<file path="config.mk">
export PLATFORM = sky130hd
export DESIGN_NAME = hexmix_cfg
export DESIGN_NICKNAME = d
export VERILOG_FILES = /design/src/design/hexmix_pkg.sv /design/src/design/hexmix_cfg.sv
export SDC_FILE = /design/constraint.sdc
export NUM_CORES = 1
export LEC_CHECK = 0
export BUFFER_PORTS_ARGS = -buffer_cell sky130_fd_sc_hd__buf_2
export CAP_MARGIN = 0
export CELL_PAD_IN_SITES_DETAIL_PLACEMENT = 2
export CELL_PAD_IN_SITES_GLOBAL_PLACEMENT = 2
export CORE_AREA = 2 2 86 88
export CTS_CLUSTER_SIZE = 14
export DETAILED_ROUTE_END_ITERATION = 10
export DIE_AREA = 0 0 88 90
export GPL_TIMING_DRIVEN = 0
export HOLD_SLACK_MARGIN = 0.15
export PLACE_DENSITY = 0.85
export SETUP_SLACK_MARGIN = 0.3
export SLEW_MARGIN = 20
export SYNTH_ARGS = -nofsm -noshare
export SYNTH_HDL_FRONTEND = slang
export SYNTH_SLANG_ARGS = --single-unit
</file>
<file path="constraint.sdc">
create_clock -name clk -period 0.9 [get_ports clk]
set_input_delay 0.135 -clock clk [delete_from_list [all_inputs] [get_ports clk]]
set_output_delay 0.135 -clock clk [all_outputs]
set_load 0.05 [all_outputs]
</file>
<file path="src/design/hexmix_pkg.sv">
// Shared types and constants for the hexacopter motor mixer with safety cut-off.
// Depends on nothing; every other design file imports it.
package hexmix_pkg;

	localparam int NUM_MOTORS = 6;
	localparam int CMD_W      = 11;   // motor command and throttle width
	localparam int TERM_W     = 16;   // controller terms and angles
	localparam int TILT_W     = 15;
	localparam int ANG_MAG_W  = TERM_W + 1;
	localparam int SUM_W      = 28;   // holds any weighted sum in thousandths
	localparam int MAG_W      = 27;   // magnitude of a weighted sum
	localparam int DIVA_W     = MAG_W - 3; // magnitude after the divide by eight
	localparam int RECIP_W    = 25;
	localparam int RECIP_SH   = 31;
	localparam int PROD_W     = DIVA_W + RECIP_W;
	localparam int QUO_W      = PROD_W - RECIP_SH;
	localparam int EXC_W      = 16;   // desaturation excess, never above 32767
	localparam int CLAMP_W    = 18;   // command after excess is taken off
	localparam int IN_W       = 104;
	localparam int OUT_W      = 72;
	localparam int CFG_IDX_W  = 3;
	localparam int CFG_DATA_W = 15;
	localparam int NUM_STAGES = 8;

	// Divide by 125 of a 24-bit value: floor(a * ceil(2^31 / 125) / 2^31)
	localparam logic [RECIP_W-1:0] RECIP_125 = 25'd17179870;

	// Mixer weights in thousandths; side motors use twice the roll weight
	localparam logic signed [SUM_W-1:0] W_THR   = 28'sd1000;
	localparam logic signed [SUM_W-1:0] W_ROLL  = 28'sd500;
	localparam logic signed [SUM_W-1:0] W_PITCH = 28'sd866;
	localparam logic signed [SUM_W-1:0] W_YAW   = 28'sd1000;

	localparam logic [TERM_W-1:0] MOTOR_MAX = 16'h7fff;
	localparam logic [TERM_W-1:0] MOTOR_MIN = 16'h8000;

	// Register reset values
	localparam logic [CMD_W-1:0]  RST_MAX_THR   = 11'd1900;
	localparam logic [CMD_W-1:0]  RST_MIN_THR   = 11'd1100;
	localparam logic [CMD_W-1:0]  RST_MIN_CHECK = 11'd1150;
	localparam logic [CMD_W-1:0]  RST_IDLE_CMD  = 11'd1000;
	localparam logic [TILT_W-1:0] RST_TILT_LIM  = 15'd6000;

	typedef enum logic [CFG_IDX_W-1:0] {
		REG_MAX_THR   = 3'd0,
		REG_MIN_THR   = 3'd1,
		REG_MIN_CHECK = 3'd2,
		REG_IDLE_CMD  = 3'd3,
		REG_TILT_LIM  = 3'd4
	} cfg_idx_t;

	typedef struct packed {
		logic [CMD_W-1:0]  max_thr;
		logic [CMD_W-1:0]  min_thr;
		logic [CMD_W-1:0]  min_check;
		logic [CMD_W-1:0]  idle_cmd;
		logic [TILT_W-1:0] tilt_lim;
	} cfg_t;

	// Input item, last field in the lowest bits
	typedef struct packed {
		logic signed [TERM_W-1:0] pitch_angle;
		logic signed [TERM_W-1:0] roll_angle;
		logic [CMD_W-1:0]         stick_throttle;
		logic                     alt_hold_on;
		logic                     is_armed;
		logic signed [TERM_W-1:0] yaw_term;
		logic signed [TERM_W-1:0] pitch_term;
		logic signed [TERM_W-1:0] roll_term;
		logic [CMD_W-1:0]         base_throttle;
	} in_item_t;

	// Safety state that rides alongside the motor data
	typedef struct packed {
		logic idle;
		logic tilt;
	} flag_t;

	// Per-stage load enables, stage 1 in the lowest bit
	typedef struct packed {
		logic s8;
		logic s7;
		logic s6;
		logic s5;
		logic s4;
		logic s3;
		logic s2;
		logic s1;
	} pipe_en_t;

	typedef logic signed [SUM_W-1:0]  sum_t;
	typedef logic signed [TERM_W-1:0] motor_t;
	typedef logic [CMD_W-1:0]         cmd_t;
	typedef sum_t   [NUM_MOTORS-1:0]  sum_arr_t;
	typedef motor_t [NUM_MOTORS-1:0]  motor_arr_t;
	typedef cmd_t   [NUM_MOTORS-1:0]  cmd_arr_t;

endpackage

</file>
<file path="src/design/hexmix_cfg.sv">
// Configuration register file of the hexacopter mixer.
// Depends on hexmix_pkg for the register index codes and reset values.
module hexmix_cfg (
	input  logic                                clk,
	input  logic                                arst_n,
	input  logic                                cfg_valid,
	output logic                                cfg_ready,
	input  logic [hexmix_pkg::CFG_IDX_W-1:0]    cfg_index,
	input  logic [hexmix_pkg::CFG_DATA_W-1:0]   cfg_data,
	output hexmix_pkg::cfg_t                    cfg
);
	import hexmix_pkg::*;

	cfg_t cfg_q;

	// Always able to take a write
	assign cfg_ready = 1'b1;
	assign cfg = cfg_q;

	// Register writes; unknown indexes are dropped
	always_ff @(posedge clk or negedge arst_n) begin
		if (!arst_n) begin
			cfg_q.max_thr   <= RST_MAX_THR;
			cfg_q.min_thr   <= RST_MIN_THR;
			cfg_q.min_check <= RST_MIN_CHECK;
			cfg_q.idle_cmd  <= RST_IDLE_CMD;
			cfg_q.tilt_lim  <= RST_TILT_LIM;
		end else if (cfg_valid && cfg_ready) begin
			unique case (cfg_idx_t'(cfg_index))
				REG_MAX_THR:   cfg_q.max_thr   <= cfg_data[CMD_W-1:0];
				REG_MIN_THR:   cfg_q.min_thr   <= cfg_data[CMD_W-1:0];
				REG_MIN_CHECK: cfg_q.min_check <= cfg_data[CMD_W-1:0];
				REG_IDLE_CMD:  cfg_q.idle_cmd  <= cfg_data[CMD_W-1:0];
				REG_TILT_LIM:  cfg_q.tilt_lim  <= cfg_data[TILT_W-1:0];
				default: ;
			endcase
		end
	end

endmodule

</file>
; Word-level counts from Yosys, hierarchy flattened
; Cells that the tools add are included.
; Widths: inputs -> output; s select.
[word_totals]
ff_bits = 59
input_bits = 21
output_inout_bits = 60
elab_cells = 15
[op_classes]
eq_ne = 4
n_reduce_logical = 6
[ops]
columns = cell, n
row1 = $reduce_and 2->1, 5
row2 = $eq 3x2->1 const B, 2
row3 = $eq 3x1->1 const B, 1
row4 = $eq 3x3->1 const B, 1
row5 = $logic_not 3->1, 1

; Depth between registers and ports, before layout
[depth]
ltp_word = 2
mapped_depth = 4
mapped_depth_nobuf = 2

; Worst setup path before layout
; OpenSTA, ideal clock, no wires.
[synth_path]
path_type = input port to flip-flop
startpoint = input port cfg_index[0] (netlist name)
endpoint = register cfg_q, in the netlist cfg[11]
setup_time_ns = 0.125
arrival_ns = 0.997
t_required_ns = 0.775
setup_slack_ns = -0.222
cell_stages = 4
path_buffers = 2
path_cell_list = nor4bb_1 buf_4 buf_12 mux2_4
[synth_via]
elab_chain_len = 2
[synth_lines]
columns = item, line_no
row1 = "start, declared", hexmix_cfg.sv:8  ; input logic [hexmix_pkg::CFG_IDX_W-1:0] cfg_index,
row2 = $eq 3x3->1, hexmix_cfg.sv:29  ; unique case (cfg_idx_t'(cfg_index))
row3 = $reduce_and 2->1 (no source line), --
row4 = "end, declared", hexmix_cfg.sv:14  ; cfg_t cfg_q;
; No other way between the ends.
; A chain may end at the register's enable or synchronous reset.

; Worst setup path after layout
[layout_path]
startpoint = register cfg_q, in the netlist cfg[29]
endpoint = output port cfg[29] (netlist name)
[layout_rtl]
columns = item, line_no
row1 = "end, declared", hexmix_cfg.sv:10  ; output hexmix_pkg::cfg_t cfg
; No word-level cell between the ends.

==> impl_metrics.prom <==
# TYPE chip_impl_metric gauge
chip_impl_metric{name="maximum_clock_skew_at_final_layout",unit="ns"} 0
chip_impl_info{name="worst_setup_path_end_kind",value="primary output"} 1
chip_impl_metric{name="drcViolationCount",unit=""} 0
chip_impl_metric{name="row_count",unit=""} 31
chip_impl_metric{name="vias_per_cell",unit=""} 4.67
chip_impl_metric{name="design.die.area",unit="µm²"} 7920
chip_impl_metric{name="post_synth.cell_area_avg",unit="µm²"} 17.9
chip_impl_metric{name="post-route-period-util",unit="%"} 138
chip_impl_info{name="run_status",value="finished, violations left"} 1
chip_impl_info{name="cpMaxStageDelayCell",value="sky130_fd_sc_hd__dfstp_2"} 1
chip_impl_info{name="timing.critical_path.cells",value="buf_8"} 1
chip_impl_metric{name="post-place-cells",unit=""} 309
chip_impl_metric{name="ant_nets",unit=""} 0
chip_impl_metric{name="post_synth_inst_count",unit=""} 131
chip_impl_metric{name="worst_margin_pin_slew",unit="ns"} 0.755
chip_impl_metric{name="net_count_of_the_mapped_netlist",unit=""} 152
chip_impl_metric{name="die-height",unit="µm"} 90
chip_impl_metric{name="slew_viol_final",unit=""} 0
chip_impl_metric{name="detail_route.wirelength",unit="µm"} 10400
chip_impl_metric{name="globalplace.congestion",unit=""} 0.695
chip_impl_metric{name="synthesis.area",unit="µm²"} 2340
chip_impl_info{name="timing.setup.critical_path_class",value="reg2out"} 1
chip_impl_metric{name="antennaDiodeCount",unit=""} 0
chip_impl_info{name="ys_top_cells_by_area",value="sky130_fd_sc_hd__dfstp_2 35%, sky130_fd_sc_hd__dfrtp_1 30%, sky130_fd_sc_hd__mux2_2 24%"} 1
chip_impl_metric{name="ff2ff_setup_slack",unit="ns"} -0.14
chip_impl_metric{name="grt_pass1_vias",unit=""} 2005
chip_impl_metric{name="detailedPlacementHpwl",unit="µm"} 4090
chip_impl_metric{name="power_leakage",unit="nW"} 2.03
chip_impl_metric{name="switching_share",unit="%"} 40.4
chip_impl_metric{name="final.min_clock_period",unit="ns"} 1.24
chip_impl_metric{name="critical_path_buf_inv_count",unit=""} 1
chip_impl_metric{name="grt_util_all_layers",unit="%"} 22.9
chip_impl_info{name="final_common_cell",value="sky130_fd_sc_hd__buf_6"} 1
chip_impl_metric{name="grt_pass1_wl",unit="µm"} 12900
chip_impl_metric{name="comb_power_share",unit="%"} 47.6
chip_impl_metric{name="clockBufferDepth",unit=""} 2
chip_impl_metric{name="cts.clk_slew.worst_paths",unit="ns"} 0.09
chip_impl_metric{name="internal_power",unit="mW"} 7.41
chip_impl_metric{name="synth_warnings",unit=""} 0
chip_impl_metric{name="share_seq_of_total_power",unit="%"} 33.9
chip_impl_metric{name="synth_seq_cells",unit=""} 59
chip_impl_metric{name="p_total",unit="mW"} 12.4
chip_impl_metric{name="fp.coreArea",unit="µm²"} 7020
chip_impl_metric{name="floorplan.initialDensity",unit="%"} 33.4
chip_impl_metric{name="io_pins",unit=""} 81
chip_impl_metric{name="layout-drive-gt1-share",unit="%"} 98.2
chip_impl_metric{name="design.final.nets",unit=""} 291
chip_impl_metric{name="timing.critical_path.arrival",unit="ns"} 1.10
chip_impl_info{name="largest_delay_contributor_family_on_the_critical_path",value="flip-flops"} 1
chip_impl_metric{name="cp_max_fo",unit=""} 2
chip_impl_metric{name="drt_first_pass_iters",unit=""} 4
chip_impl_metric{name="via_count",unit=""} 1746
chip_impl_info{name="crit-reg2reg-launch",value="cfg[38]"} 1
chip_impl_info{name="cts_root_buf",value="sky130_fd_sc_hd__clkbuf_8"} 1
chip_impl_metric{name="synth_cell_type_count",unit=""} 12
chip_impl_metric{name="power_per_cell_area",unit="nW/µm²"} 2820
chip_impl_metric{name="cts_num_sinks",unit=""} 59
chip_impl_metric{name="overflow",unit=""} 0
chip_impl_metric{name="worstSkewPairLatency",unit="ns"} 0.36
chip_impl_metric{name="fmaxAchievable",unit="MHz"} 808
chip_impl_info{name="most-common-layout-cells",value="66 x sky130_fd_sc_hd__buf_6, 59 x sky130_fd_sc_hd__mux2_4, 34 x sky130_fd_sc_hd__buf_8"} 1
chip_impl_metric{name="drt_iter0_markers",unit=""} 36
chip_impl_metric{name="cell_count_of_the_worst_reg_to_reg_path",unit=""} 3
chip_impl_metric{name="power_spent_charging_and_discharging_nets",unit="mW"} 5.03
chip_impl_metric{name="holdWs",unit="ns"} -0.168
chip_impl_metric{name="cts-buffers-inserted",unit=""} 9
chip_impl_metric{name="antenna_violations_before_repair",unit=""} 0
chip_impl_metric{name="final-instance-count-excl-fill",unit=""} 374
chip_impl_metric{name="buffer_ports.inserted",unit=""} 79
chip_impl_metric{name="drv_cap",unit=""} 0
chip_impl_info{name="failed_checks",value="hold timing, setup timing"} 1
chip_impl_info{name="worst_setup_path_start_kind",value="flop"} 1
chip_impl_metric{name="finalWorstSetupSlack",unit="ns"} -0.338
chip_impl_metric{name="worst_slew_margin_rel",unit="%"} 49.6
chip_impl_metric{name="hold_violations",unit=""} 28
chip_impl_metric{name="post_drt_wl_per_cell",unit="µm"} 27.8
chip_impl_metric{name="syn_to_final_growth",unit="%"} 88.5
chip_impl_metric{name="post-route-util",unit="%"} 62.9
chip_impl_metric{name="yosysSeqAreaShare",unit="%"} 64.7
chip_impl_metric{name="ctsHtreeMaxLevel",unit=""} 3
chip_impl_metric{name="vdd.ir_drop.worst",unit="mV"} 1.49
chip_impl_info{name="timing.rr.end",value="cfg[38]"} 1
chip_impl_info{name="grt_setup_unrepaired",value="true"} 1
chip_impl_info{name="hp-class",value="in2async"} 1
chip_impl_metric{name="largest_reg_flops",unit=""} 59
chip_impl_metric{name="die_width",unit="µm"} 88
chip_impl_metric{name="synth_top_area_share",unit="%"} 34.8
chip_impl_metric{name="crit_path_max_incr_delay",unit="ns"} 0.59
chip_impl_metric{name="count_of_endpoints_failing_setup_in_the_final_report",unit=""} 95
chip_impl_info{name="netlist.top_cell.by_area",value="sky130_fd_sc_hd__dfstp_2"} 1
chip_impl_metric{name="final.fill_count",unit=""} 549
chip_impl_metric{name="pwr-share-clk",unit="%"} 18.5
chip_impl_metric{name="required",unit="ns"} 0.76
chip_impl_metric{name="grt_start_max_net_pins",unit=""} 60
chip_impl_info{name="cts_tree",value="yes"} 1
[final cells by class]
class,count,area (µm²),share of cell area (%)
Clock buffer,10,138,3.12
Clock inverter,6,41.3,0.935
Multi-Input combinational cell,65,980,22.2
Timing Repair Buffer,128,1490,33.6
Sequential cell,59,1550,35.0
Tap cell,99,124,2.81
Buffer,7,101,2.30
[cell usage after synthesis (all sizes together)]
library cell	count
mux2	59
dfstp	31
dfrtp	28
buf	7
and4bb	2
conb	1
nand4b	1
nor4b	1
nor4bb	1
[power groups by stage]
stage,clock network (mW),registers [mW],logic (mW)
2_1_floorplan,0,6.01,0.877
3_3_place_gp,0,3.84,3.84
3_5_place_dp,0,3.88,3.92
4_1_cts,2.22,4.07,5.40
5_1_grt,2.44,4.27,6.08
6_report,2.30,4.22,5.91
[how the worst max path moves through the flow]
stage                 start  endpoint  depth (start not counted)
2_1_floorplan  cfg_index[0]   cfg[11]                          4
3_3_place_gp         arst_n   cfg[34]                          1
3_5_place_dp   cfg_index[0]    cfg[7]                          5
4_1_cts             cfg[36]   cfg[36]                          1
5_1_grt             cfg[29]   cfg[29]                          1
6_report            cfg[29]   cfg[29]                          1
[kinds of logic after synthesis]
group	count (synthesis)	share of synthesized area (%)
buffers and inverters	7	2.67
flip-flops	59	64.7
multiplexers	59	30.0
other	1	0.160
AND/OR/NAND/NOR	5	2.51
[through the flow]
stage	hold slack (ns)	worst slack [ns]	TNS, ns	instance area [µm²]
after floorplan	-0.161	-0.222	-6.17	2560
after global placement	0.367	-0.499	-37.18	3080
after detailed placement	0.253	-0.495	-20.40	3080
after CTS	-0.117	-0.303	-13.83	4200
after global routing	-0.104	-0.353	-17.57	4420
final	-0.168	-0.338	-15.85	4420
[what timing repair did]
| action | 4_1_cts | 5_1_grt |
|---|---|---|
| gates resized for setup | 197 | 20 |
| pin swaps | 5 | 3 |
| buffers inserted | 29 | 15 |
| cloned | 4 | 1 |
| endpoints found under the setup margin | 118 | 118 |
| endpoints found under the hold margin | 87 | 87 |
[metal layers]
layer | track usage [%] | vias to the layer above | share of wire, %
met5 | 0 | - | 0
met4 | 6.92 | 0 | 1.5
met3 | 3.86 | 14 | 2.6
met2 | 42.2 | 49 | 58
met1 | 26.5 | 941 | 37
li1 | - | 742 | -
(Power assumes the default switching activity.)
