## src/design/hexmix_pkg.sv

```systemverilog
// Shared types and constants for the hexacopter motor mixer with safety cut-off.
// Depends on nothing; every other design file imports it.
package hexmix_pkg;

	localparam int NUM_MOTORS = 6;
	localparam int CMD_W      = 11;   // motor command and throttle width
	localparam int TERM_W     = 16;   // controller terms and angles
	localparam int TILT_W     = 15;
	localparam int ANG_MAG_W  = TERM_W + 1;
	localparam int SUM_W      = 28;   // holds any weighted sum in thousandths
	localparam int MAG_W      = 27;   // magnitude of a weighted sum
	localparam int DIVA_W     = MAG_W - 3; // magnitude after the divide by eight
	localparam int RECIP_W    = 25;
	localparam int RECIP_SH   = 31;
	localparam int PROD_W     = DIVA_W + RECIP_W;
	localparam int QUO_W      = PROD_W - RECIP_SH;
	localparam int EXC_W      = 16;   // desaturation excess, never above 32767
	localparam int CLAMP_W    = 18;   // command after excess is taken off
	localparam int IN_W       = 104;
	localparam int OUT_W      = 72;
	localparam int CFG_IDX_W  = 3;
	localparam int CFG_DATA_W = 15;
	localparam int NUM_STAGES = 8;

	// Divide by 125 of a 24-bit value: floor(a * ceil(2^31 / 125) / 2^31)
	localparam logic [RECIP_W-1:0] RECIP_125 = 25'd17179870;

	// Mixer weights in thousandths; side motors use twice the roll weight
	localparam logic signed [SUM_W-1:0] W_THR   = 28'sd1000;
	localparam logic signed [SUM_W-1:0] W_ROLL  = 28'sd500;
	localparam logic signed [SUM_W-1:0] W_PITCH = 28'sd866;
	localparam logic signed [SUM_W-1:0] W_YAW   = 28'sd1000;

	localparam logic [TERM_W-1:0] MOTOR_MAX = 16'h7fff;
	localparam logic [TERM_W-1:0] MOTOR_MIN = 16'h8000;

	// Register reset values
	localparam logic [CMD_W-1:0]  RST_MAX_THR   = 11'd1900;
	localparam logic [CMD_W-1:0]  RST_MIN_THR   = 11'd1100;
	localparam logic [CMD_W-1:0]  RST_MIN_CHECK = 11'd1150;
	localparam logic [CMD_W-1:0]  RST_IDLE_CMD  = 11'd1000;
	localparam logic [TILT_W-1:0] RST_TILT_LIM  = 15'd6000;

	typedef enum logic [CFG_IDX_W-1:0] {
		REG_MAX_THR   = 3'd0,
		REG_MIN_THR   = 3'd1,
		REG_MIN_CHECK = 3'd2,
		REG_IDLE_CMD  = 3'd3,
		REG_TILT_LIM  = 3'd4
	} cfg_idx_t;

	typedef struct packed {
		logic [CMD_W-1:0]  max_thr;
		logic [CMD_W-1:0]  min_thr;
		logic [CMD_W-1:0]  min_check;
		logic [CMD_W-1:0]  idle_cmd;
		logic [TILT_W-1:0] tilt_lim;
	} cfg_t;

	// Input item, last field in the lowest bits
	typedef struct packed {
		logic signed [TERM_W-1:0] pitch_angle;
		logic signed [TERM_W-1:0] roll_angle;
		logic [CMD_W-1:0]         stick_throttle;
		logic                     alt_hold_on;
		logic                     is_armed;
		logic signed [TERM_W-1:0] yaw_term;
		logic signed [TERM_W-1:0] pitch_term;
		logic signed [TERM_W-1:0] roll_term;
		logic [CMD_W-1:0]         base_throttle;
	} in_item_t;

	// Safety state that rides alongside the motor data
	typedef struct packed {
		logic idle;
		logic tilt;
	} flag_t;

	// Per-stage load enables, stage 1 in the lowest bit
	typedef struct packed {
		logic s8;
		logic s7;
		logic s6;
		logic s5;
		logic s4;
		logic s3;
		logic s2;
		logic s1;
	} pipe_en_t;

	typedef logic signed [SUM_W-1:0]  sum_t;
	typedef logic signed [TERM_W-1:0] motor_t;
	typedef logic [CMD_W-1:0]         cmd_t;
	typedef sum_t   [NUM_MOTORS-1:0]  sum_arr_t;
	typedef motor_t [NUM_MOTORS-1:0]  motor_arr_t;
	typedef cmd_t   [NUM_MOTORS-1:0]  cmd_arr_t;

endpackage

```

## src/design/hexmix_sum.sv

```systemverilog
// Input register, weighted products and the six motor sums (stages 1 to 3).
// Also derives the tilt and forced-idle flags. Depends on hexmix_pkg.
module hexmix_sum (
	input  logic                  clk,
	input  hexmix_pkg::pipe_en_t  en,
	input  hexmix_pkg::in_item_t  item,
	input  hexmix_pkg::cfg_t      cfg,
	output hexmix_pkg::sum_arr_t  sum_s3,
	output hexmix_pkg::flag_t     flag_s3
);
	import hexmix_pkg::*;

	in_item_t              item_s1;
	sum_t                  p_thr_s2, p_roll_s2, p_pitch_s2, p_yaw_s2;
	flag_t                 flag_s2;
	flag_t                 flag_c;
	logic [ANG_MAG_W-1:0]  ra_mag, pa_mag;
	logic signed [ANG_MAG_W-1:0] ra_x, pa_x;
	sum_t                  r1, r2, sum_c0, sum_c1, sum_c2, sum_c3, sum_c4, sum_c5;

	// Stage 1: capture the transaction
	always_ff @(posedge clk) begin
		if (en.s1) begin
			item_s1 <= item;
		end
	end

	// Tilt check on exact angle magnitudes, then the forced-idle decision
	always_comb begin
		ra_x   = ANG_MAG_W'(item_s1.roll_angle);
		pa_x   = ANG_MAG_W'(item_s1.pitch_angle);
		ra_mag = ra_x[ANG_MAG_W-1] ? ANG_MAG_W'(-ra_x) : ANG_MAG_W'(ra_x);
		pa_mag = pa_x[ANG_MAG_W-1] ? ANG_MAG_W'(-pa_x) : ANG_MAG_W'(pa_x);
		flag_c.tilt = (ra_mag > ANG_MAG_W'(cfg.tilt_lim)) ||
			(pa_mag > ANG_MAG_W'(cfg.tilt_lim));
		flag_c.idle = !item_s1.is_armed ||
			(!item_s1.alt_hold_on && (item_s1.stick_throttle < cfg.min_check)) ||
			flag_c.tilt;
	end

	// Stage 2: constant-weight products, shared by all motors
	always_ff @(posedge clk) begin
		if (en.s2) begin
			p_thr_s2   <= sum_t'({1'b0, item_s1.base_throttle}) * W_THR;
			p_roll_s2  <= sum_t'(item_s1.roll_term) * W_ROLL;
			p_pitch_s2 <= sum_t'(item_s1.pitch_term) * W_PITCH;
			p_yaw_s2   <= sum_t'(item_s1.yaw_term) * W_YAW;
			flag_s2    <= flag_c;
		end
	end

	// Motor sums with their sign patterns
	always_comb begin
		r1 = p_roll_s2;
		r2 = p_roll_s2 <<< 1;
		sum_c0 = p_thr_s2 + r1 + p_pitch_s2 - p_yaw_s2;
		sum_c1 = p_thr_s2 - r1 - p_pitch_s2 + p_yaw_s2;
		sum_c2 = p_thr_s2 - r1 + p_pitch_s2 + p_yaw_s2;
		sum_c3 = p_thr_s2 + r1 - p_pitch_s2 - p_yaw_s2;
		sum_c4 = p_thr_s2 + r2 + p_yaw_s2;
		sum_c5 = p_thr_s2 - r2 - p_yaw_s2;
	end

	// Stage 3
	always_ff @(posedge clk) begin
		if (en.s3) begin
			sum_s3  <= {sum_c5, sum_c4, sum_c3, sum_c2, sum_c1, sum_c0};
			flag_s3 <= flag_s2;
		end
	end

endmodule

```

## config.mk

```make
export PLATFORM = sky130hd
export DESIGN_NAME = hexmix_sum
export DESIGN_NICKNAME = d
export VERILOG_FILES = /design/src/design/hexmix_pkg.sv /design/src/design/hexmix_sum.sv
export SDC_FILE = /design/constraint.sdc
export NUM_CORES = 1
export LEC_CHECK = 0
export ABC_AREA = 1
export BUFFER_PORTS_ARGS = -buffer_cell sky130_fd_sc_hd__buf_2
export CORE_UTILIZATION = 61
export CTS_CLUSTER_DIAMETER = 40
export DETAILED_ROUTE_END_ITERATION = 16
export PLACE_DENSITY = 0.81
export SETUP_SLACK_MARGIN = 0.4
export SYNTH_ARGS = -nofsm -noshare
export SYNTH_HDL_FRONTEND = slang
export SYNTH_SLANG_ARGS = --single-unit
export TNS_END_PERCENT = 20
```

## constraint.sdc

```tcl
create_clock -name clk -period 8.8 [get_ports clk]
set_input_delay 0.44 -clock clk [delete_from_list [all_inputs] [get_ports clk]]
set_output_delay 0.44 -clock clk [all_outputs]
set_load 0.1 [all_outputs]
```

Yosys cells after proc, flatten, opt, wreduce, memory -nomap -nowiden
Index checks and enable logic that the tools add are counted.
{"block": "word_totals", "regBits": 379, "in_bits": 172, "out_inout_bits": 170, "word_cells": 54}
{"block": "op_classes", "add_sub_neg": 16, "n_mul": 4, "n_lt_le_gt_ge": 3, "n_mux": 2, "reduce_logical": 6}
{"cell": "$add 28x28->28", "n": 7}
{"cell": "$sub 28x28->28", "n": 7}
{"cell": "$mul 16x8->24 const B", "n": 2}
{"cell": "$gt 17x15->1", "n": 2}
{"cell": "$mux 17", "n": 2}
{"cell": "$neg 16->17", "n": 2}
{"cell": "$mul 16x10->26 const B", "n": 1}
{"cell": "$mul 11x7->18 const B", "n": 1}
{"cell": "$lt 11x11->1", "n": 1}
{"cell": "$logic_or 1x1->1", "n": 3}
{"cell": "$logic_not 1->1", "n": 2}
{"cell": "$logic_and 1x1->1", "n": 1}

Depth between registers and ports, before layout
Gate-level depths: netlist (run 1).
{"block": "depth", "word_depth": 5, "depth_mapped": 28, "depth_no_buf": 27}

Least setup slack after synthesis (run 1)
Ideal clock, no wire load.
{"block": "synth_timing", "path_type": "reg-to-reg", "start": "register item_s1[46] (netlist bit)", "end": "register p_yaw_s2[21], data pin", "setup_time_ns": 0.258, "t_arrival_ns": 3.976, "t_required_ns": 8.542, "path_slack_ns": 4.565, "path_stages_with_launch": 18, "n_path_buf": 0, "period_less_slack_ns": 4.235, "cell_sequence": "edfxtp_1 > inv_1 > fa_1 > fa_1 > inv_1 > fa_1 > inv_1 > fa_1 > inv_1 > ha_1 > a21oi_1 > nand2_1 > a21boi_1 > o21ai_0 > nand2_1 > inv_1 > o21ai_0 > nand2_1"}
{"block": "synth_via", "elab_chain_len": 1}
{"element": "start, declared", "line_no": "hexmix_sum.sv:13", "text": "in_item_t item_s1;"}
{"element": "start signal, assigned", "line_no": "hexmix_sum.sv:24", "text": "item_s1 <= item;"}
{"element": "$mul 16x8->24", "line_no": "hexmix_sum.sv:47", "text": "p_yaw_s2 <= sum_t'(item_s1.yaw_term) * W_YAW;"}
{"element": "end signal, assigned", "line_no": "hexmix_sum.sv:47"}
{"element": "end, declared", "line_no": "hexmix_sum.sv:14", "text": "sum_t p_thr_s2, p_roll_s2, p_pitch_s2, p_yaw_s2;"}
No other way between the ends.
A chain may end at the register's enable or synchronous reset.

Worst setup path in the final report (run 1)
{"block": "layout_timing", "start": "register p_roll_s2[11]", "end": "register sum_s3[83] (netlist bit), data pin"}
{"block": "layout_via", "elab_chain_len": 3}
{"element": "start, declared", "line_no": "hexmix_sum.sv:14"}
{"element": "start signal, assigned", "line_no": "hexmix_sum.sv:45", "text": "p_roll_s2 <= sum_t'(item_s1.roll_term) * W_ROLL;"}
{"element": "$sub 28x28->28", "line_no": "hexmix_sum.sv:58", "text": "sum_c2 = p_thr_s2 - r1 + p_pitch_s2 + p_yaw_s2;"}
{"element": "$add 28x28->28 (2 in series)", "line_no": "hexmix_sum.sv:58"}
{"element": "via sum_c2[27]", "line_no": "hexmix_sum.sv:19", "text": "sum_t r1, r2, sum_c0, sum_c1, sum_c2, sum_c3, sum_c4, sum_c5;"}
{"element": "end signal, assigned", "line_no": "hexmix_sum.sv:67", "text": "sum_s3 <= {sum_c5, sum_c4, sum_c3, sum_c2, sum_c1, sum_c0};"}
{"element": "end, declared", "line_no": "hexmix_sum.sv:8", "text": "output hexmix_pkg::sum_arr_t sum_s3,"}
The timed path passes the listed nets, and every way through them passes these cells.

==> flow_summary.toml, run 1 <==
[floorplanning]
die_width_um = 251
die_area_um2 = 63200
floorplan.rows = 91
coreArea_um2 = 61600
initial_core_utilization_pct = 61.6
io-pin-count = 342
chipHeight_um = 251

[min_path]
timing.hold.worst.class = "input pin to register"
min_path_cells = 1

[synth]
synth_edf_count = 353
synth.lib_cells_used.distinct = 53
postSynthAreaPerCell_um2 = 8.94
synth_sequential_area_ratio_pct = 27.9
netlist_instances = 4246
synthFlopType = "sky130_fd_sc_hd__edfxtp_1"
synthesis.yosys.warnings = 0
synth-async-reset-ratio_pct = 0
synth_seq_cells = 353
post_synth_instance_area_um2 = 37900

[grt]
grt_pass1_wl_um = 170000
globalRouteTotalUtil_pct = 35.2
grt_max_degree = 87
grt_remaining_overflow = 0
grt_pass1_vias = 31400
initial_antenna_violation_count = 3

[drt]
drt_iter0_drcs = 2534
num_vias = 31100
drcViolationCount = 0
wirelength_um = 110000
route.detailed.wl_per_inst_um = 19.7
post_drt_via_cell_ratio = 5.59
drt_pre_antenna_iters = 7
final_antenna_net_count = 0

[timing]
worst_slew_pin_slew_ns = 1.11
portion_of_the_clock_cycle_consumed_by_the_worst_path_in_the_final_layout_pct = 59.0
clock-skew-final_ns = 0.0406
final-hold-violation-count = 0
finalWorstPathRequiredPeriod_ns = 5.19
timing.final.max_slew_violations = 0
max-slew-margin-rel_pct = 26.2
setup-violations-final = 0
fin_tns_setup_ns = 0
clock.fmax_mhz = 193
rsz0062_at_grt = "false"

[cells_and_area]
drive_gt1_share_pct = 9.20
final_cell_mix = "945 x sky130_fd_sc_hd__inv_1, 646 x sky130_fd_sc_hd__nand2_1, 468 x sky130_fd_sc_hd__ha_1, 353 x sky130_fd_sc_hd__edfxtp_1, 332 x sky130_fd_sc_hd__fa_1"
area_growth_syn_to_layout_pct = 13.9
layout.cells.most_common = "sky130_fd_sc_hd__inv_1"
n_antenna_cell = 0
finalNetCount = 5656

[clock_tree]
clock_sinks = 353
cts_tree = "built"
clock_latency_ns = 0.63
cts_buffer_depth = 3
num_cts_buffers = 55
clk_pin_slew_ns = 0.06
cts-root-buf = "sky130_fd_sc_hd__clkbuf_16"
ctsHtreeMaxLevel = 2

[placement]
hpwl_um = 86600
io_port_bufs = 293
gp_routability_congestion = 1.07

[setup_path]
setup.worst_path.end_class = "register"
reg2reg_depth = 20
crit_path_max_fanout = 10
cp_data_arrival_time_ns = 5.54
worst_ep_required_time_ns = 9.15
startpoint_type = "register"
path_class = "register to register"

[run_status]
status = "complete, no violations"

[run]
cap_violations = 0
layout make-up:
type	count	area [um2]
repair buffers	400	2540
fillers	4653	18400
flip-flops and latches	353	10600
clock buffers	55	1380
inverters	950	3570
clock inverters	48	508
well taps	837	1050
multi-input cells	2924	23600
critical path, stage by stage, from the launching register on:
cell                       delay [ns]
sky130_fd_sc_hd__edfxtp_1        0.46
sky130_fd_sc_hd__inv_1           0.12
sky130_fd_sc_hd__ha_1            0.52
sky130_fd_sc_hd__nand2_1         0.15
sky130_fd_sc_hd__inv_1           0.08
sky130_fd_sc_hd__nand2_1         0.08
sky130_fd_sc_hd__nor3_1          0.23
sky130_fd_sc_hd__nand3_1         0.16
sky130_fd_sc_hd__a31oi_1         0.34
sky130_fd_sc_hd__xor2_1          0.35
sky130_fd_sc_hd__fa_1            0.53
sky130_fd_sc_hd__inv_1           0.16
sky130_fd_sc_hd__ha_1            0.32
sky130_fd_sc_hd__a21oi_1         0.19
sky130_fd_sc_hd__o21ai_0         0.13
sky130_fd_sc_hd__a21oi_1         0.16
sky130_fd_sc_hd__nand2_1         0.08
sky130_fd_sc_hd__a21oi_1         0.59
sky130_fd_sc_hd__inv_1           0.09
sky130_fd_sc_hd__nand3_1         0.10
sky130_fd_sc_hd__nand2_1         0.05
cell families after synthesis:
family | after synthesis | synth area share, %
compound gates | 603 | 9.03
flops | 353 | 27.9
buf+inv | 978 | 9.99
xor+xnor | 274 | 6.32
fa+ha+maj | 800 | 32.9
simple gates | 1237 | 13.8
other cells | 1 | 0.00988
worst paths after layout:
kind              slack [ns]     startpoint          end
setup / recovery        3.61  p_roll_s2[11]   sum_s3[83]
hold reg to reg         0.42     flag_s2[1]   flag_s3[1]
hold / removal          0.26          en[0]  item_s1[20]
setup reg to reg        3.61  p_roll_s2[11]   sum_s3[83]
registers in the layout, summed over array words and instances, names as in the netlist:
signal / count
p_thr_s2: 18
p_yaw_s2: 24
p_roll_s2: 24
item_s1: 104
flag_s2: 2
flag_s3: 2
p_pitch_s2: 26
sum_s3: 153
metrics by stage:
step / hold slack [ns] / util [%] / cells / worst slack, ns / area (um2)
after CTS: 0.232 / 70.2 / 5567 / 3.73 / 43200
final: 0.262 / 70.2 / 5567 / 3.61 / 43200
after floorplan: 0.400 / - / 4255 / 4.57 / 38000
after global routing: 0.250 / 70.2 / 5567 / 3.37 / 43200
after detailed placement: 0.407 / 65.4 / 5360 / 3.82 / 40300
after global placement: 0.405 / 65.4 / 5360 / 3.83 / 40300
layer usage:
layer / routed length, um / vias up / track usage, %
li1: - / 14600 / -
met1: 42700 / 14700 / 43.6
met2: 52300 / 1474 / 59.8
met3: 8460 / 336 / 5.36
met4: 6230 / 2 / 17.9
met5: 13 / - / 0
cells in the mapped netlist, drive strengths merged, types with 8 or more instances:
| master | number | area [um2] |
|---|---|---|
| inv | 949 | 3560 |
| nand2 | 654 | 2480 |
| ha | 468 | 5860 |
| edfxtp | 353 | 10600 |
| fa | 332 | 6650 |
| a21oi | 295 | 1500 |
| nor2 | 261 | 987 |
| xor2 | 206 | 1800 |
| nand3 | 178 | 911 |
| o21ai | 167 | 855 |
| xnor2 | 68 | 596 |
| nor3 | 58 | 300 |
| nand4 | 50 | 313 |
| o21bai | 38 | 285 |
| a21o | 30 | 225 |
| buf | 26 | 216 |
| a31oi | 19 | 119 |
| nor4 | 18 | 113 |
| a21boi | 11 | 90.1 |
| o211ai | 8 | 70.1 |
| o31ai | 8 | 65.1 |
what timing repair did:
action,in CTS,in global routing
gates resized for setup,0,0
hold endpoints to repair,104,0
hold buffers,104,0
setup buffers,0,0
endpoints found under the setup margin,0,0
Power of run 1 is not shown: default switching activity piles up to over one toggle a cycle in this logic, so the estimate is an artifact.
==> run 2: changes to the inputs <==
==> constraint.sdc (replaced) <==
create_clock -name clk -period 5.4 [get_ports clk]
set_input_delay 0.27 -clock clk [delete_from_list [all_inputs] [get_ports clk]]
set_output_delay 0.27 -clock clk [all_outputs]
set_load 0.1 [all_outputs]
==> flow_summary.toml, run 2 (synthesis results as in run 1) <==
[run_status]
status = "complete, no violations"

[cells_and_area]
largest_reg_flops = 153
final_cell_mix = "945 x sky130_fd_sc_hd__inv_1, 646 x sky130_fd_sc_hd__nand2_1, 459 x sky130_fd_sc_hd__ha_1, 353 x sky130_fd_sc_hd__edfxtp_1, 332 x sky130_fd_sc_hd__fa_1"
fillerInstances = 4671
area_growth_syn_to_layout_pct = 14.3
layout.cells.most_common = "sky130_fd_sc_hd__inv_1"
final_instance_area_um2 = 43400
registers.top_by_ff_count = "sum_s3"
finalNetCount = 5663
drive_gt1_share_pct = 9.53
layout.area.seq_um2 = 10600
multiInputGateArea_um2 = 23700
largest_registers = "sum_s3 (153), item_s1 (104), p_pitch_s2 (26)"
post_layout_nonfiller_instances = 5572

[timing]
timing.final.max_slew_violations = 0
final-hold-violation-count = 0
setup-violations-final = 0
finalWorstPathRequiredPeriod_ns = 4.87
max-slew-margin-rel_pct = 41.3
fin_tns_setup_ns = 0
worst_slew_pin_slew_ns = 0.880
clock-skew-final_ns = 0.0497
portion_of_the_clock_cycle_consumed_by_the_worst_path_in_the_final_layout_pct = 90.2
rsz0062_at_grt = "true"
worst_slack_ns = 0.527
clock.fmax_mhz = 205

[placement]
preCtsSetupSlack_ns = 0.621
io_port_bufs = 293
gp_routability_congestion = 1.03
placedCellCount = 5365
dpl_cell_area_um2 = 40300
hpwl_um = 89400

[clock_tree]
clk_pin_slew_ns = 0.06
ctsHtreeMaxLevel = 2
clock_latency_ns = 0.64
cts_buffer_depth = 3
clock_sinks = 353
cts_tree = "built"
cts-root-buf = "sky130_fd_sc_hd__clkbuf_16"
num_cts_buffers = 54

[floorplanning]
die_width_um = 251
initial_core_utilization_pct = 61.6
floorplan.rows = 91
chipHeight_um = 251
io-pin-count = 342
die_area_um2 = 63200
coreArea_um2 = 61600

[grt]
grt_pass1_wl_um = 173000
initial_antenna_violation_count = 1
globalRouteTotalUtil_pct = 35.9
grt_pass1_vias = 31600
grt_max_degree = 74
grt_remaining_overflow = 0

[setup_path]
reg2reg_depth = 19
worst_ep_required_time_ns = 5.75
cp_data_arrival_time_ns = 5.22
worstReg2RegEnd = "sum_s3[83]"
path_class = "register to register"
rr_startpoint = "p_thr_s2[19]"
source_of_the_critical_timing_path = "p_thr_s2[19]"
crit_path_top_delay_cell = "sky130_fd_sc_hd__fa_1"
crit_top_cell = "sky130_fd_sc_hd__nand2_1"
startpoint_type = "register"
crit_path_end = "sum_s3[83]"
cell_by_cell_trace_of_the_critical_path = "ha_1 -> nand2_1 -> nor4_1 -> nand3_1 -> nand4_1 -> nand2_1 -> nand2_1 -> nand3_1 -> fa_1 -> inv_1 -> ha_1 -> nand2_1 -> nor2_1 -> nand2_1 -> nor4_1 -> a21oi_1 -> buf_4 -> nand3_1 -> nand2_1"
critical-path-max-stage-delay_ns = 0.59
critical_path_buf_inv_count = 2
timing.reg2reg.setup_slack_ns = 0.53
worst_path_dominant_cell_family = "simple AND/OR/NAND/NOR gates"
setup.worst_path.end_class = "register"
cp.depth = 19
crit_path_max_fanout = 6

[drt]
num_vias = 31000
post_drt_via_cell_ratio = 5.57
final_antenna_net_count = 0
drcViolationCount = 0
wirelength_um = 113000
drt_iter0_drcs = 2361
route.detailed.wl_per_inst_um = 20.3
drt_pre_antenna_iters = 9

[run]
cap_violations = 0

[min_path]
timing.hold.worst.class = "input pin to register"
==> run 2: cell count changes in the layout (fill, tap and decap cells not counted), sizes merged <==
| cell | previous run | this run |
|---|---|---|
| clkbuf | 55 | 60 |
| inv | 966 | 962 |
| diode | 0 | 1 |
| bufinv | 3 | 6 |
| buf | 296 | 304 |
| clkinv | 27 | 19 |
==> run 2: repair_timing <==
item                       CTS  global route
setup buffers                0             3
setup endpoints to repair    0             6
hold endpoints to repair   104             0
gates resized for setup      0            17
hold buffers               104             0
==> run 2: cell type report <==
cell class	instances	area share, %
clock buffers	60	3.17
clock inverters	39	1.19
diodes	1	0.00577
well taps	837	2.42
inverters	950	8.22
multi-input cells	2924	54.5
repair buffers	408	6.00
flip-flops and latches	353	24.4
==> run 2: worst register-to-register path: stages, from the launching register on <==
cell	delay, ns
sky130_fd_sc_hd__edfxtp_1	0.55
sky130_fd_sc_hd__ha_1	0.53
sky130_fd_sc_hd__nand2_1	0.12
sky130_fd_sc_hd__nor4_1	0.45
sky130_fd_sc_hd__nand3_1	0.18
sky130_fd_sc_hd__nand4_1	0.24
sky130_fd_sc_hd__nand2_1	0.08
sky130_fd_sc_hd__nand2_1	0.07
sky130_fd_sc_hd__nand3_1	0.20
sky130_fd_sc_hd__fa_1	0.59
sky130_fd_sc_hd__inv_1	0.06
sky130_fd_sc_hd__ha_1	0.46
sky130_fd_sc_hd__nand2_1	0.12
sky130_fd_sc_hd__nor2_1	0.16
sky130_fd_sc_hd__nand2_1	0.09
sky130_fd_sc_hd__nor4_1	0.18
sky130_fd_sc_hd__a21oi_1	0.14
sky130_fd_sc_hd__buf_4	0.19
sky130_fd_sc_hd__nand3_1	0.09
sky130_fd_sc_hd__nand2_1	0.06
==> run 2: worst min-delay path by stage <==
| stage | cells past startpoint | end | from | slack [ns] |
|---|---|---|---|---|
| floorplan | 0 | item_s1[0] | item[0] | 0.37 |
| global placement | 0 | flag_s3[1] | flag_s2[1] | 0.41 |
| detailed placement | 0 | flag_s3[0] | flag_s2[0] | 0.41 |
| CTS | 1 | flag_s2[0] | en[1] | 0.09 |
| global route | 1 | flag_s2[0] | en[1] | 0.11 |
| finish | 1 | flag_s2[0] | en[1] | 0.10 |
==> run 2: per-stage QoR <==
| step | hold slack (ns) | util [%] |
|---|---|---|
| finish | 0.102 | 70.4 |
| global route | 0.106 | 70.4 |
| CTS | 0.0876 | 70.2 |
| detailed placement | 0.407 | 65.5 |
| global placement | 0.405 | 65.5 |
| floorplan | 0.369 | - |
==> run 2: metal layers <==
layer	vias to the layer above	global-route usage [%]	part of all wire, %
met5	-	0	0
met4	0	17.8	5.7
met3	327	5.09	6.5
met2	1242	61.5	48
met1	14900	44.5	40
li1	14600	-	-
Power of run 2 is left out for the same reason.
